### src/design/bto_pkg.sv
// Shared types, constants and helpers for the binomial tree option pricer.
// No dependencies.
`default_nettype none
package bto_pkg;

	typedef logic [31:0] price_t;
	typedef logic [30:0] frac_t;

	localparam frac_t Q30_ONE = 31'h4000_0000;
	localparam price_t PRICE_MAX = 32'hFFFF_FFFF;

	typedef enum logic [2:0] {
		CFG_STEPS = 3'd0,
		CFG_KIND  = 3'd1,
		CFG_UP    = 3'd2,
		CFG_DOWN  = 3'd3,
		CFG_PROB  = 3'd4,
		CFG_DISC  = 3'd5,
		CFG_UPPER = 3'd6,
		CFG_LOWER = 3'd7
	} cfg_idx_t;

	localparam logic [1:0] KIND_PUT     = 2'd1;
	localparam logic [1:0] KIND_BARRIER = 2'd2;

	// one entry of the up/down chain memory
	typedef struct packed {
		logic   up_cl;
		price_t up;
		logic   dn_cl;
		price_t dn;
	} chain_t;

	// per-request arithmetic settings, already clamped
	typedef struct packed {
		logic   barrier;
		logic   put;
		frac_t  q;
		frac_t  qc;
		frac_t  disc;
		price_t upper;
		price_t lower;
		price_t strike;
	} calc_cfg_t;

	// node pipeline status back to the sequencer
	typedef struct packed {
		logic   busy;
		logic   wrote;
		logic   sat_hit;
		price_t value;
	} pipe_stat_t;

	// (a*b)>>30 with clamp; bit 32 flags the clamp
	function automatic logic [32:0] mul_q30_sat(input price_t a, input price_t b);
		logic [63:0] p;
		logic [33:0] sh;
		p  = {32'b0, a} * {32'b0, b};
		sh = p[63:30];
		if (|sh[33:32]) begin
			mul_q30_sat = {1'b1, PRICE_MAX};
		end else begin
			mul_q30_sat = {1'b0, sh[31:0]};
		end
	endfunction

endpackage
`default_nettype wire

### src/design/bto_chain_gen.sv
// Builds the up and down factor chains, one entry per cycle.
// Uses bto_pkg; writes into the chain memory of bto_node_pipe.
`default_nettype none
module bto_chain_gen #(
	parameter int AW = 10
) (
	input  wire logic             clk,
	input  wire logic             arst_n,
	input  wire logic             start,
	input  wire bto_pkg::price_t  spot,
	input  wire bto_pkg::price_t  up_factor,
	input  wire bto_pkg::price_t  down_factor,
	input  wire logic [AW-1:0]    n_last,
	output logic                  cw_we,
	output logic [AW-1:0]         cw_addr,
	output bto_pkg::chain_t       cw_data,
	output logic                  done
);
	logic            active_q;
	logic            done_q;
	logic [AW-1:0]   k_q;
	bto_pkg::chain_t cur_q;
	logic [32:0]     up_nx;
	logic [32:0]     dn_nx;

	assign up_nx = bto_pkg::mul_q30_sat(cur_q.up, up_factor);
	assign dn_nx = bto_pkg::mul_q30_sat(cur_q.dn, down_factor);

	always_ff @(posedge clk or negedge arst_n) begin
		if (!arst_n) begin
			active_q <= 1'b0;
			done_q   <= 1'b0;
			k_q      <= '0;
		end else begin
			done_q <= 1'b0;
			if (start) begin
				active_q <= 1'b1;
				k_q      <= '0;
			end else if (active_q) begin
				if (k_q == n_last) begin
					active_q <= 1'b0;
					done_q   <= 1'b1;
				end
				k_q <= k_q + 1'b1;
			end
		end
	end

	// payload: chain running values
	always_ff @(posedge clk) begin
		if (start) begin
			cur_q <= '{up_cl: 1'b0, up: spot, dn_cl: 1'b0, dn: {1'b0, bto_pkg::Q30_ONE}};
		end else if (active_q) begin
			cur_q.up    <= up_nx[31:0];
			cur_q.up_cl <= cur_q.up_cl | up_nx[32];
			cur_q.dn    <= dn_nx[31:0];
			cur_q.dn_cl <= cur_q.dn_cl | dn_nx[32];
		end
	end

	assign cw_we   = active_q;
	assign cw_addr = k_q;
	assign cw_data = cur_q;
	assign done    = done_q;
endmodule
`default_nettype wire

### config.mk
export PLATFORM = sky130hd
export DESIGN_NAME = bto_chain_gen
export DESIGN_NICKNAME = d
export VERILOG_FILES = /design/src/design/bto_pkg.sv /design/src/design/bto_chain_gen.sv
export SDC_FILE = /design/constraint.sdc
export NUM_CORES = 2
export LEC_CHECK = 0
export BUFFER_PORTS_ARGS = -buffer_cell sky130_fd_sc_hd__buf_2
export CAP_MARGIN = 20
export CORE_UTILIZATION = 50
export DETAILED_ROUTE_END_ITERATION = 10
export GPL_TIMING_DRIVEN = 0
export PLACE_DENSITY = 0.69
export SLEW_MARGIN = 40
export SYNTH_ARGS = -nofsm -noshare
export SYNTH_HDL_FRONTEND = slang
export SYNTH_SLANG_ARGS = --single-unit
### constraint.sdc
create_clock -name clk -period 7.4 [get_ports clk]
set_clock_uncertainty 0.2 [all_clocks]
set_input_delay 0.37 -clock clk [delete_from_list [all_inputs] [get_ports clk]]
set_output_delay 0.37 -clock clk [all_outputs]
set_load 0.1 [all_outputs]
==> metrics.yaml <==
run_status: "finished with violations"
violated_checks: "setup timing"
timing.critical_path.to_type: "flip-flop"
timing.critical_path.from_type: "flip-flop"
post_route_cells_drive_above_1_share: 0.131
vias_per_cell: 5.77
yosysTopAreaCell: "sky130_fd_sc_hd__fa_1"
critPathKind: "reg -> reg"
synth.yosys.warnings: 0
path_cells: "buf_12 > clkbuf_2 > and2_1 > fa_1 > inv_1 > fa_1 > inv_1 > fa_1 > fa_1 > fa_1 > fa_1 > fa_1 > fa_1 > ha_1 > and3_1 > nand3_1 > nor4_2 > a21oi_2 > o31ai_4 > a21boi_0 > o21ba_2 > xnor2_1 > a221o_1"
final_core_util: 0.572
syn_inst: 7576
path_delay_family: "adder cells"
numClockSinks: 78
vias: 56800
num_io_pins: 187
crit_cells: 23
design_area_um2: 77600
drtIter0Drc: 5520
dpl_worst_slack_ps: -2980
reg2reg_depth: 23
core.rowCount: 135
ys.flop_type: "sky130_fd_sc_hd__dfxtp_1"
dieHeight_um: 372
maxSlewViolCount: 0
synth.area.top_cells: "sky130_fd_sc_hd__fa_1 52%, sky130_fd_sc_hd__inv_1 10%, sky130_fd_sc_hd__ha_1 9.5%, sky130_fd_sc_hd__and2_1 8.8%, sky130_fd_sc_hd__nand2_1 6.5%"
drt-wirelength-per-cell_um: 28.9
reg2reg_from: "cw_data[41]$_DFFE_PP_"
crit_arrival_ps: 8590
dpl.hpwl_mm: 233
worst-path-buf-inv: 4
achievable-frequency_mhz: 115
synthesis.area_um2: 68400
remaining_drcs: 0
synth.avg_cell_area_um2: 9.03
number_of_antenna_violations_at_the_first_check_in_global_routing: 46
largest_net_degree_at_the_start_of_global_routing: 29
setup.worst_path.start: "cw_data[41]$_DFFE_PP_"
clk_transition_reported_paths_ps: 100
post-route-worst-setup-slack_ps: -1280
crit_top_cell: "sky130_fd_sc_hd__fa_1"
share_of_the_yosys_chip_area_belonging_to_registers: 0.0284
crit_path_max_incr_delay_ps: 600
area_overhead_of_the_layout_relative_to_synthesis_pct: 13.4
cell_variety_after_synth: 72
critical_path_required_ps: 7320
min_period_ps: 8680
clockBufferDepth: 2
slew-limit-headroom: 0.331
die-area_um2: 138000
htree_levels: 3
ys_async_sr_fraction: 0.154
worst_r2r_endpoint: "cw_data[48]$_DFFE_PP_"
hold_ws_ps: 80.2
tritoncts: "yes"
global_route.usage.total: 0.422
grt_pass1_vias: 59600
routed_wl_mm: 285
crit_path_max_fanout: 10
reg2reg_setup_slack_ps: -1280
globalRoute.totalOverflow: 0
cell_area_reported_after_detailed_placement_um2: 72300
postSynthNetCount: 9996
detail_route.first_pass.iterations: 6
grt_setup_unrepaired: "true"
slowest_stage: "sky130_fd_sc_hd__fa_1"
gp_congestion: 1.08
number_of_synthesized_flops_with_an_enable_pin: 32
finalSetupViolations: 66
yosysTopAreaCellShare: 0.524
postSynthRegisterBits: 78
area_of_the_core_region_um2: 136000
insertion_delay_ps: 410
critPathCapture: "cw_data[48]$_DFFE_PP_"
maxCapViolCount: 0
hold_wc_path_type: "in -> reg"
first_pass_grt_wire_length_mm: 410
finalHoldViolCount: 0
tritoncts.num_buffers: 9
final.period_utilization: 1.17
tightest_slew_ps: 1000
ctsRootBufferMaster: "sky130_fd_sc_hd__clkbuf_16"
drt.antenna.violating_nets: 0
floorplan.die.width_um: 372
nets: 10400
port_buffers: 186
initial_core_util: 0.504
[stage by stage]
stage	TNS (ps)	std cells
global placement	-152300	9543
floorplan	-35170	7576
CTS	-55530	9745
global route	-65680	9795
detailed placement	-144700	9545
finish	-59740	9833
[Yosys cell counts, drive strengths merged (3+ instances only)]
master      n
ha        521
a2111oi     6
o221ai      3
a21boi      6
mux2i       3
or2         3
dfrtp      12
inv      1831
and2      966
xor2       29
buf         8
nand3      30
dfxtp      34
a211oi     27
a31oi      14
nor2      111
or3         7
xnor2      61
a21oi     126
nand2    1185
fa       1790
a221oi      4
a22oi       3
o22ai       4
o31a        3
o31ai       4
a31o        3
o21bai     24
nor3       22
a211o       4
nor4        8
o211ai     16
a311oi     16
o41ai       6
o21a        8
o21ai      65
clkbuf    418
a221o      32
and3       15
nand4      36
a21o       55
edfxtp     32
[worst register-to-register path, cell delays in order, from the launching register on]
cell                       delay (ps)
sky130_fd_sc_hd__edfxtp_1         430
sky130_fd_sc_hd__buf_12           170
sky130_fd_sc_hd__clkbuf_2         350
sky130_fd_sc_hd__and2_1           280
sky130_fd_sc_hd__fa_1             480
sky130_fd_sc_hd__inv_1             50
sky130_fd_sc_hd__fa_1             480
sky130_fd_sc_hd__inv_1             50
sky130_fd_sc_hd__fa_1             490
sky130_fd_sc_hd__fa_1             510
sky130_fd_sc_hd__fa_1             550
sky130_fd_sc_hd__fa_1             440
sky130_fd_sc_hd__fa_1             600
sky130_fd_sc_hd__fa_1             490
sky130_fd_sc_hd__ha_1             430
sky130_fd_sc_hd__and3_1           270
sky130_fd_sc_hd__nand3_1          150
sky130_fd_sc_hd__nor4_2           350
sky130_fd_sc_hd__a21oi_2          220
sky130_fd_sc_hd__o31ai_4          370
sky130_fd_sc_hd__a21boi_0         200
sky130_fd_sc_hd__o21ba_2          230
sky130_fd_sc_hd__xnor2_1          140
sky130_fd_sc_hd__a221o_1          440
[how the worst min path moves through the flow]
| stage | slack, ps | startpoint | cells past startpoint | end |
|---|---|---|---|---|
| 6_report | 80 | spot[4] | 2 | cw_data[37]$_DFFE_PP_ |
| 5_1_grt | 80 | spot[3] | 2 | cw_data[36]$_DFFE_PP_ |
| 4_1_cts | 70 | spot[3] | 2 | cw_data[36]$_DFFE_PP_ |
| 3_5_place_dp | 120 | arst_n | 1 | cw_addr[7]$_DFFE_PN0P_ |
| 3_3_place_gp | 120 | arst_n | 1 | cw_addr[7]$_DFFE_PN0P_ |
| 2_1_floorplan | -130 | arst_n | 0 | cw_addr[0]$_DFFE_PN0P_ |
[logic make-up after synthesis]
kind of cell               count (synthesis)  share of synthesized area
DFF                                       78                     0.0284
xor gates and xnor gates                  90                     0.0115
AOI/OAI and AO/OA                        442                     0.0451
muxes                                      4                   0.000658
adders and majority gates               2311                      0.619
buffers and inverters                   2257                      0.124
and+or+nand+nor                         2394                      0.171
[flip-flops by register name, summed over array words and instances (netlist names)]
register and count:
cw_we 1, cw_data 66, done 1, cw_addr 10
[layout by cell type, fill, tap and decap left out, drive strengths merged, types with 6 or more instances in the layout]
cell type	netlist	layout
a21o	55	55
xnor2	61	61
a21boi	6	6
o21bai	24	24
o41ai	6	6
ha	521	521
o21a	8	8
a21oi	126	126
nor4	8	8
dfxtp	34	34
and2	966	966
buf	8	454
a2111oi	6	6
fa	1790	1790
and3	15	15
xor2	29	29
a221o	32	32
clkbuf	418	390
inv	1831	1832
nor3	22	22
nor2	111	111
o21ai	65	65
o211ai	16	16
a211oi	27	27
a311oi	16	16
dfrtp	12	12
a31oi	14	14
diode	0	50
nand3	30	30
nand4	36	36
or3	7	7
nand2	1185	1185
edfxtp	32	32
[layer usage]
metal	vias up	part of all wire	track usage
met1	29000	0.35	0.515
met3	1041	0.12	0.135
met4	30	0.085	0.278
li1	22900	-	-
met5	-	0.00067	0
met2	3750	0.44	0.643
[cell type report]
cell class	instances	area, um^2
inverter	1831	6880
clock buffer	9	225
fill	12200	58100
timing repair buffer	420	3050
clock inverter	7	73.8
multi-input combinational	5241	59400
buffer	416	3570
antenna	50	125
sequential	78	2050
tap	1781	2230
[timing repair]
action | 4_1_cts | 5_1_grt
setup endpoints to repair | 66 | 66
pin swaps | 156 | 126
gates cloned | 3 | 2
hold buffers | 1 | 0
buffers inserted | 188 | 38
gates resized for setup | 567 | 200
endpoints found under the hold margin | 12 | 0
Power is not shown: default switching activity piles up to over one toggle a cycle in this logic, so the estimate is an artifact.
